### config.mk
export PLATFORM = sky130hd
export DESIGN_NAME = bmmd_decode
export DESIGN_NICKNAME = d
export VERILOG_FILES = /design/src/bmmd_pkg.sv /design/src/bmmd_decode.sv
export SDC_FILE = /design/constraint.sdc
export NUM_CORES = 1
export LEC_CHECK = 0
export ABC_AREA = 1
export BUFFER_PORTS_ARGS = -buffer_cell sky130_fd_sc_hd__buf_2
export CORE_MARGIN = 2
export CORE_UTILIZATION = 35
export DETAILED_ROUTE_END_ITERATION = 8
export PLACE_DENSITY = 0.81
export SLEW_MARGIN = 20
export SYNTH_ARGS = -nofsm -noshare
export SYNTH_HDL_FRONTEND = slang
export SYNTH_SLANG_ARGS = --single-unit
### constraint.sdc
create_clock -name vclk -period 1.7
set_clock_uncertainty 0.2 [all_clocks]
set_input_delay 0.34 -clock vclk [all_inputs]
set_output_delay 0.34 -clock vclk [all_outputs]
set_load 0.005 [all_outputs]
### src/bmmd_pkg.sv
// Package for the banked memory map decoder: item types, action and source codes,
// decode result structs. No dependencies.
`default_nettype none

package bmmd_pkg;

   // action codes
   localparam logic [2:0] ACT_READ   = 3'd0;
   localparam logic [2:0] ACT_PEEK   = 3'd1;
   localparam logic [2:0] ACT_WRITE  = 3'd2;
   localparam logic [2:0] ACT_LD_BAS = 3'd3;
   localparam logic [2:0] ACT_LD_KER = 3'd4;
   localparam logic [2:0] ACT_LD_CHR = 3'd5;

   // source codes
   localparam logic [2:0] SRC_RAM    = 3'd0;
   localparam logic [2:0] SRC_BASIC  = 3'd1;
   localparam logic [2:0] SRC_KERNAL = 3'd2;
   localparam logic [2:0] SRC_CHAR   = 3'd3;
   localparam logic [2:0] SRC_IO     = 3'd4;
   localparam logic [2:0] SRC_VIDEO  = 3'd5;
   localparam logic [2:0] SRC_NONE   = 3'd6;

   // video request codes
   localparam logic [1:0] VREQ_NONE  = 2'd0;
   localparam logic [1:0] VREQ_READ  = 2'd1;
   localparam logic [1:0] VREQ_WRITE = 2'd2;

   // address map
   localparam logic [2:0]  BASIC_PAGE    = 3'b101;   // A000-BFFF
   localparam logic [2:0]  KERNAL_PAGE   = 3'b111;   // E000-FFFF
   localparam logic [3:0]  D_PAGE        = 4'hD;     // D000-DFFF
   localparam logic [11:0] VIDEO_WR_LAST = 12'h02E;  // video registers on write
   localparam logic [15:0] BANK_ADDR     = 16'h0001;

   localparam logic [7:0] BYTE0_RESET = 8'h2F;
   localparam logic [7:0] BYTE1_RESET = 8'h37;

   localparam int RAM_AW  = 16;
   localparam int ROM_AW  = 13;
   localparam int CHR_AW  = 12;
   localparam int IO_AW   = 12;

   typedef struct packed {
      logic [2:0]  action;
      logic [15:0] address;
      logic [7:0]  write_data;
   } req_type;

   typedef struct packed {
      logic [7:0] read_data;
      logic [2:0] source;
      logic [1:0] video_request;
      logic [9:0] video_offset;
      logic [7:0] video_data;
      logic       rom_write_hit;
   } rsp_type;

   // which store supplies read_data
   typedef enum logic [2:0] {
      RD_ZERO,
      RD_RAM,
      RD_LOW,
      RD_BASIC,
      RD_KERNAL,
      RD_CHAR,
      RD_IO
   } rd_sel_type;

   typedef struct packed {
      logic ram;
      logic basic;
      logic kernal;
      logic chr;
      logic io;
      logic low;
   } we_type;

   typedef struct packed {
      rd_sel_type sel;
      rsp_type    rsp;
      we_type     we;
   } dec_type;

endpackage

`default_nettype wire

### src/bmmd_decode.sv
// Address and banking decode for one bus item: picks the read store, the write
// targets and the response fields. Depends on bmmd_pkg.
`default_nettype none

module bmmd_decode (
   input  var bmmd_pkg::req_type item,
   input  var logic [2:0]        bank,
   output var bmmd_pkg::dec_type dec
);
   import bmmd_pkg::*;

   logic basic_on, kernal_on, io_on, char_on;
   logic in_basic, in_kernal, in_d, in_video_rd, in_video_wr, in_io_wr;

   assign basic_on  = bank[0];
   assign kernal_on = bank[1];
   assign io_on     = bank[2];
   assign char_on   = (bank == 3'd3);

   assign in_basic    = (item.address[15:13] == BASIC_PAGE);
   assign in_kernal   = (item.address[15:13] == KERNAL_PAGE);
   assign in_d        = (item.address[15:12] == D_PAGE);
   assign in_video_rd = (item.address[11:10] == 2'b00);
   assign in_video_wr = (item.address[11:0] <= VIDEO_WR_LAST);
   assign in_io_wr    = in_video_rd && !in_video_wr;

   always_comb begin
      dec = '0;
      dec.sel = RD_ZERO;
      dec.rsp.source = SRC_NONE;
      case (item.action)
         ACT_READ, ACT_PEEK: begin
            dec.rsp.source = SRC_RAM;
            dec.sel = RD_RAM;
            if (in_basic && basic_on) begin
               dec.rsp.source = SRC_BASIC;
               dec.sel = RD_BASIC;
            end else if (in_kernal && kernal_on) begin
               dec.rsp.source = SRC_KERNAL;
               dec.sel = RD_KERNAL;
            end else if (in_d && io_on) begin
               if (item.action == ACT_PEEK) begin
                  dec.rsp.source = SRC_IO;
                  dec.sel = RD_IO;
               end else if (in_video_rd) begin
                  dec.rsp.source = SRC_VIDEO;
                  dec.sel = RD_ZERO;
                  dec.rsp.video_request = VREQ_READ;
                  dec.rsp.video_offset = item.address[9:0];
               end
            end else if (in_d && char_on) begin
               dec.rsp.source = SRC_CHAR;
               dec.sel = RD_CHAR;
            end
            // bytes 0 and 1 live in registers
            if (dec.sel == RD_RAM && item.address[15:1] == '0) begin
               dec.sel = RD_LOW;
            end
         end
         ACT_WRITE: begin
            dec.rsp.source = SRC_RAM;
            dec.rsp.rom_write_hit = (in_basic && basic_on) || (in_kernal && kernal_on);
            dec.we.ram = 1'b1;
            dec.we.low = (item.address[15:1] == '0);
            if (in_d && io_on) begin
               if (in_video_wr) begin
                  dec.rsp.source = SRC_VIDEO;
                  dec.rsp.video_request = VREQ_WRITE;
                  dec.rsp.video_offset = item.address[9:0];
                  dec.rsp.video_data = item.write_data;
               end else if (in_io_wr) begin
                  dec.rsp.source = SRC_IO;
                  dec.we.io = 1'b1;
               end
            end else if (in_d && char_on) begin
               dec.rsp.source = SRC_CHAR;
               dec.we.chr = 1'b1;
            end
         end
         ACT_LD_BAS: dec.we.basic = 1'b1;
         ACT_LD_KER: dec.we.kernal = 1'b1;
         ACT_LD_CHR: dec.we.chr = 1'b1;
         default: ;
      endcase
   end

endmodule

`default_nettype wire

==> out/metrics.cfg, run 1 <==
[outcome]
status=stopped before the end
haltStage=5_1_grt
firstError=[ERROR GRT-0232] Routing congestion too high. Check the congestion heatmap in the GUI.

[synthesis]
yosysMostFrequentCell=nand2_1
ys_top_cells_by_count=nand2_1, nor2_1, inv_1
netlist_instances=138
yosys-top-cells-area=nand2_1, nor2_1, inv_1
synth.largest_area_cell=nand2_1
avgSynthCellArea_um2=4.77
synth_warnings=0
netlist_area_um2=658
synth_top_area_share_pct=22.8
synth_cell_types=21
seq_area_frac_synth_pct=0

[timing]
worst-ep-kind=top-level output
crit_endpoint=dec[24]

[place]
pre_cts_ws_ns=-0.294
dp.cells=249
io_buffers=63
post-dp-hpwl_mm=2.04
place_congestion=0.931

[die]
rows=15
boundaryPins=71
start_util_pct=37.7
fp.dieH_um=47.4
die_w_um=47.4

[global_routing]
grt_max_degree=13
overflow=5
grt_usage_pct=59.2

[cts]
cts_setup_buffers=0

## metrics by stage
| stage | TNS [ns] | instance area (um2) |
|---|---|---|
| after global placement | -4.51 | 1150 |
| after CTS | -2.49 | 1420 |
| after detailed placement | -5.56 | 1150 |
| after floorplan | 0 | 687 |
## cell families after synthesis
kind of cell | Yosys count | share of synthesized area (%)
and+or+nand+nor | 86 | 57.8
AOI/OAI and AO/OA | 18 | 16.0
buffers and inverters | 33 | 25.7
other | 1 | 0.570
## repair_timing
action                                  in CTS
gates cloned                                 2
pin swaps                                   30
resized for setup                           68
endpoints found under the setup margin      30
hold buffers                                 0
## per-layer routing
layer	global-route usage (%)	GRT overflow
met2	81.6	3
met4	60.0	2
met3	46.5	0
met5	10.0	0
met1	51.9	0
==> run 2, diff against run 1 <==
- CORE_AREA: unset -> 2 2 63 65
- CORE_MARGIN: 2 -> unset
- CORE_UTILIZATION: 35 -> unset
- DIE_AREA: unset -> 0 0 65 67
- PLACE_DENSITY: 0.81 -> unset
- PLACE_DENSITY_LB_ADDON: unset -> 0.15
==> run 2 against run 1 <==
The flow now finishes, with violations (negative setup slack). Synthesized cell count unchanged. Synthesized area unchanged.
==> out/metrics.cfg, run 2 <==
[cts]
ctsHoldBuffers=0

[die]
start_util_pct=18.3
die-area_um2=4360
fp.dieH_um=67
die_w_um=65
boundaryPins=71
rows=22
core_area_um2=3610

[layout]
nNetsFinal=278
fin_cells=294
num_antenna_cells=0
syn_to_final_growth_pct=171
seq_area_um2=0
drive_gt1_share_pct=69.1
final_cell_mix=buf_2, buf_4, nand2_1, buf_6, inv_1
clock_buffers=0
seq_cell_count=0
final_common_cell=buf_2

[global_routing]
grt_pass1_vias=1168
grt_pass1_wl_mm=5.02
antenna_found_initial=0
grt.busiest_layer=met2
grt_max_degree=12
overflow=0
grtUsageMet2_pct=29.4
gr-usage-met1_pct=15.8
met3_usage_pct=1.69
grt_usage_pct=14.1

[routing]
via_per_inst=4.13
drt_iter0_drc=30
vias=1215
ant_nets=0
wl_per_cell_um=10.4
drc_errors=0
dr.pass1.iters=4
routed_wl_mm=3.05

[timing]
slew_viol_final=0
fin_crit_ns=1.89
hold_slack_ns=0.736
fin_tns_setup_ns=-3.52
rsz0062_at_grt=true
hold_viol=0
worst_slack_ns=-0.187
setup_violations=26
fmax_mhz=530
finalCritPeriodShare_pct=111

[min_path]
hp-class=input pin to output pin

[place]
place_congestion=0.864
io_buffers=63
pre_cts_ws_ns=-0.243
post-dp-hpwl_mm=2.23
dp.cells=281

[synthesis]
synth_warnings=0
avgSynthCellArea_um2=4.77
synth.largest_area_cell=nand2_1
seq_area_frac_synth_pct=0
yosys-top-cells-area=nand2_1, nor2_1, inv_1
synth_top_area_share_pct=22.8
synth_cell_types=21
netlist_instances=138
ys_top_cells_by_count=nand2_1, nor2_1, inv_1
yosysMostFrequentCell=nand2_1
netlist_area_um2=658

[setup_path]
worst_path_largest_cell_delay_ns=0.23
path_max_fanout=5
worstSetupPathType=input pin to output pin
cp.arrival_ns=1.35
end_kind=output pin
cpMostUsedCell=nand2_1
cp_slowest_cell=nor2_4
path_delay_family=simple AND/OR/NAND/NOR gates
required_ns=1.16
start_kind=input pin
path_cells=buf_8 -> nor2_4 -> inv_2 -> nor2_4 -> buf_6 -> nand2_2 -> nand2_1 -> nand2_1 -> nand2_1 -> buf_2
path_buf_inv=4

[outcome]
violations=negative setup slack
status=finished with violations

[run]
cap_violations=0

[power_and_ir_drop]
peakVddDrop_uv=90.0
p_leak_nw=0.947
power.density_nw_per_um2=156

-- run 2: tightest hold or removal path, delay by kind of cell --
kind / cells / cell delay, ns
buf+inv: 2 / 0.21
simple gates: 1 / 0.04
-- run 2: per-layer routing --
layer  wire length, um  up-vias  part of all wire, %
met5                 0        -                    0
met4                 0        0                    0
met3               251        0                  8.2
met2              1550       47                   51
met1              1240      526                   41
li1                  -      642                    -
-- run 2: cells by family (layout without fill, tap and decap cells) --
| family | after synthesis | in the layout | share of synthesized area (%) |
|---|---|---|---|
| other | 1 | 8 | 0.570 |
| AO/OA/AOI/OAI | 18 | 18 | 16.0 |
| AND/OR/NAND/NOR | 86 | 89 | 57.8 |
| buffers and inverters | 33 | 131 | 25.7 |
-- run 2: power by group --
part | internal [mW] | total, mW | switching, mW
registers | 0 | 0 | 0
logic | 0.148 | 0.279 | 0.131
clock network | 0 | 0 | 0
total | 0.148 | 0.279 | 0.131
-- run 2: path summary, 6_finish.rpt --
kind | startpoint | end | slack, ns | cells past startpoint
max | item[18] | dec[27] | -0.19 | 10
min | item[26] | dec[4] | 0.74 | 3
-- run 2: repair_timing --
| action | 4_1_cts | 5_1_grt |
|---|---|---|
| setup endpoints to repair | 29 | 29 |
| gates resized for setup | 75 | 35 |
| gates cloned | 3 | 0 |
| pin swaps | 32 | 17 |
| buffers inserted | 7 | 4 |
-- run 2: layout make-up --
class / instances / area [um2]
repair buffers: 109 / 820
inverters: 22 / 97.6
fillers: 375 / 1820
well taps: 48 / 60.1
multi-input cells: 115 / 810
-- run 2: stage by stage --
step,instance area [um2],power (mW),util [%]
finish,1790,0.279,49.5
global route,1790,0.305,49.5
CTS,1630,0.252,45.2
detailed placement,1260,0.183,34.9
global placement,1260,0.184,34.9
floorplan,687,0.0738,-
Note: power is estimated with default switching activity, not from simulation.
==> run 3, diff against run 2 <==
- TNS_END_PERCENT: unset -> 50
==> run 3 against run 2 <==
Wire length shrank 5.3%. Highest routed layer unchanged. Global-route usage is 0.60 points lower. Maximum frequency up 1.9%. Total power fell by 11%. Combinational power is 11% lower. Cell count down 2.0%. First-iteration DRC count shrank 20%. The flow still finishes with violations (negative setup slack).
==> out/metrics.cfg, run 3 (synthesis results as in run 2) <==
[timing]
slew_viol_final=0
fmax_mhz=540
worst_slack_ns=-0.151
hold_viol=0
hold_slack_ns=0.727
setup_violations=28
rsz0062_at_grt=true
fin_crit_ns=1.85
finalCritPeriodShare_pct=109
fin_tns_setup_ns=-2.43

[cts]
ctsHoldBuffers=0

[setup_path]
cp_slowest_cell=nor2_4
end_kind=output pin
path_max_fanout=5
required_ns=1.16
path_buf_inv=2
cp.arrival_ns=1.31
start_kind=input pin
worst_path_largest_cell_delay_ns=0.21
worstSetupPathType=input pin to output pin
path_delay_family=simple AND/OR/NAND/NOR gates
path_cells=buf_8 -> nor2_4 -> nand3_4 -> nor2_4 -> nand3_4 -> a21oi_4 -> buf_2

[layout]
syn_to_final_growth_pct=146
postLayoutCoreUtil_pct=44.8
stdcell_area_um2=1620
fin_cells=288
clock_buffers=0
nNetsFinal=272
seq_area_um2=0
final_cell_mix=buf_2, buf_4, nand2_1, nor2_1, inv_1
num_antenna_cells=0
num-fill-cells=408
final_common_cell=buf_2
drive_gt1_share_pct=64.6
seq_cell_count=0
multi_input_area_um2=731

[routing]
vias=1159
drt_iter0_drc=24
via_per_inst=4.02
dr.pass1.iters=4
wl_met3_um=251
dr_wl_met2_mm=1.45
top_layer=met3
wl_per_cell_um=10.0
drc_errors=0
wl_met1_mm=1.19
routed_wl_mm=2.88
ant_nets=0

[place]
io_buffers=63
pre_cts_ws_ns=-0.243
placed_area_um2=1260
post-dp-hpwl_mm=2.23
place_congestion=0.864
dp.cells=281

[power_and_ir_drop]
internal-power_uw=131
peakVddDrop_uv=81.1
total_power_uw=248
p_switching_uw=117
p_comb_share_pct=100.0
clkPwrFrac_pct=0
p_seq_share_pct=0
power.density_nw_per_um2=153
p_leak_nw=0.876
switching_share_pct=47.2

[global_routing]
overflow=0
grt_pass1_vias=1141
grt_usage_pct=13.5
grt_max_degree=12
grt_pass1_wl_mm=4.84
antenna_found_initial=0

[outcome]
status=finished with violations
violations=negative setup slack

[die]
die-area_um2=4360
rows=22
boundaryPins=71
core_area_um2=3610
die_w_um=65
fp.dieH_um=67
start_util_pct=18.3

[min_path]
hp-class=input pin to output pin

[run]
cap_violations=0

==> run 3: cell count changes in the layout (fill, tap and decap cells not counted), sizes merged <==
cell   delta
nand3     -1
buf       -5
==> run 3: worst min-delay path, stage by stage <==
cell and delay, ns:
buf_6 0.09, nor2_1 0.04, buf_2 0.11
==> run 3: what timing repair did <==
| action | CTS | global route |
|---|---|---|
| buffers inserted | 3 | 2 |
| endpoints found under the hold margin | 0 | 0 |
| resized for setup | 61 | 17 |
| setup endpoints to repair | 29 | 29 |
| gates cloned | 2 | 0 |
| pin swaps | 21 | 13 |
==> run 3: worst paths after layout <==
check                start  endpoint  slack (ns)  cells after the start
setup / recovery  item[21]   dec[18]       -0.15                      7
hold / removal    item[26]    dec[4]        0.73                      3
==> run 3: metal layers <==
| metal | GRT usage (%) | vias to the layer above |
|---|---|---|
| li1 | - | 626 |
| met1 | 15.2 | 486 |
| met2 | 28.0 | 47 |
| met3 | 1.69 | 0 |
| met4 | 0 | 0 |
| met5 | 0 | - |
==> run 3: cell type report <==
class	instances	area share [%]
inverter	22	5.57
multi-input combinational	114	45.2
tap	48	3.72
timing repair buffer	104	45.5
==> run 3: power by group through the flow <==
stage | Clock [mW] | Combinational [mW] | Sequential [mW]
global route | 0 | 0.274 | 0
CTS | 0 | 0.235 | 0
floorplan | 0 | 0.0738 | 0
detailed placement | 0 | 0.183 | 0
global placement | 0 | 0.184 | 0
finish | 0 | 0.248 | 0
==> run 4, diff against run 3 <==
- clock period: 1.7 -> 2 ns (I/O delays scaled with it)
==> run 4 against run 3 <==
The flow still finishes with violations (negative setup slack). Critical endpoint is now dec[15]. Largest cell class is now multi-input combinational cells. Flip-flop and latch count did not move. Critical path type unchanged. Clock-buffer cell count did not move. Largest power group unchanged. Global-route usage fell by 1.2 points. Non-clock buffer count fell by 4. Sequential share of layout area did not move. Worst setup slack improved by 0.15 ns.
==> out/metrics.cfg, run 4 (synthesis results as in run 2) <==
[outcome]
status=finished with violations
violations=negative setup slack

[place]
place_congestion=0.864
post-dp-hpwl_mm=2.16
pre_cts_ws_ns=-0.0823
io_buffers=63

[global_routing]
grt_pass1_wl_mm=4.40
grt_usage_pct=12.3
grt_max_degree=10
grt_pass1_vias=1073
antenna_found_initial=0
overflow=0

[setup_path]
cp_slowest_cell=buf_6
worst_path_largest_cell_delay_ns=0.14
worstSetupPathType=input pin to output pin
crit_cells=9
crit_start=item[21]
endpoint=dec[15]
end_kind=output pin
cpMostUsedCell=buf_6
path_cells=buf_8 -> buf_6 -> nand4_1 -> nand2_1 -> nor2_2 -> nand2_2 -> buf_6 -> a21oi_2 -> buf_2
path_max_fanout=5
path_buf_inv=4
cp.arrival_ns=1.41
required_ns=1.40
path_delay_family=buffers and inverters
start_kind=input pin

[routing]
vias=1157
dr.pass1.iters=4
ant_nets=0
drt_iter0_drc=18
wl_per_cell_um=10.0
drc_errors=0
routed_wl_mm=2.85
via_per_inst=4.07

[timing]
slew_viol_final=0
hold_viol=0
fin_crit_ns=2.01
fmax_mhz=499
setup_violations=1
rsz0062_at_grt=true
worst_slack_ns=-0.00551
finalCritPeriodShare_pct=100
hold_slack_ns=0.878

[power_and_ir_drop]
power.density_nw_per_um2=129
total_power_uw=195
peakVddDrop_uv=68.7
p_leak_nw=0.841

[min_path]
hp-class=input pin to output pin
min_path_cells=4

[die]
rows=22
boundaryPins=71
die_w_um=65
die-area_um2=4360
core_area_um2=3610
fp.dieH_um=67
start_util_pct=18.3

[layout]
num-fill-cells=414
clock_buffers=0
seq_area_um2=0
nNetsFinal=268
syn_to_final_growth_pct=130
final_cell_mix=buf_2, nand2_1, buf_4, inv_1, nor2_1
drive_gt1_share_pct=61.4
multi_input_area_um2=689
postLayoutCoreUtil_pct=42.0
num_antenna_cells=0
seq_cell_count=0
final_common_cell=buf_2

[run]
cap_violations=0

## run 4: cell count changes in the layout (fill, tap and decap cells not counted), moves of 2 or more
cell and change:
buf_2 +4, buf_4 -4, buf_6 -3, nand2_1 +2, nor2_2 +2, nor2_4 -2
## run 4: what timing repair did
item                                    in CTS  in global routing
pin swaps                                   13                 25
endpoints found under the setup margin      21                 27
gates resized for setup                     23                 37
gates cloned                                 2                  0
setup buffers                                4                  1
hold buffers                                 0                  0
## run 4: worst min-delay path by stage
stage	from	end	slack [ns]
final	item[5]	dec[12]	0.88
after global routing	item[3]	dec[10]	0.89
after CTS	item[5]	dec[12]	0.88
after detailed placement	item[1]	dec[8]	0.88
after global placement	item[7]	dec[14]	0.88
after floorplan	item[26]	dec[4]	0.63
## run 4: stage by stage
stage          instance area (um2)  TNS (ns)  cells
4_1_cts                       1380   -0.0963    283
5_1_grt                       1510    -0.763    284
6_report                      1510  -0.00551    284
2_1_floorplan                  684         0    145
3_3_place_gp                  1230    -0.971    277
3_5_place_dp                  1230    -0.888    277
## run 4: cell type report
cell class                 count  share of cell area [%]
inverter                      22                    5.79
multi-input combinational    114                    45.5
tap                           48                    3.97
timing repair buffer         100                    44.7
## run 4: per-layer routing
metal | vias to the layer above | wire length, um | track usage [%]
met2 | 53 | 1420 | 24.5
li1 | 615 | - | -
met4 | 0 | 15 | 1.33
met3 | 2 | 289 | 2.20
met5 | - | 0 | 0
met1 | 487 | 1120 | 13.8
## run 4: power by group
group	switching [mW]	internal (mW)
Combinational	0.0942	0.101
Sequential	0	0
Clock	0	0
Total	0.0942	0.101
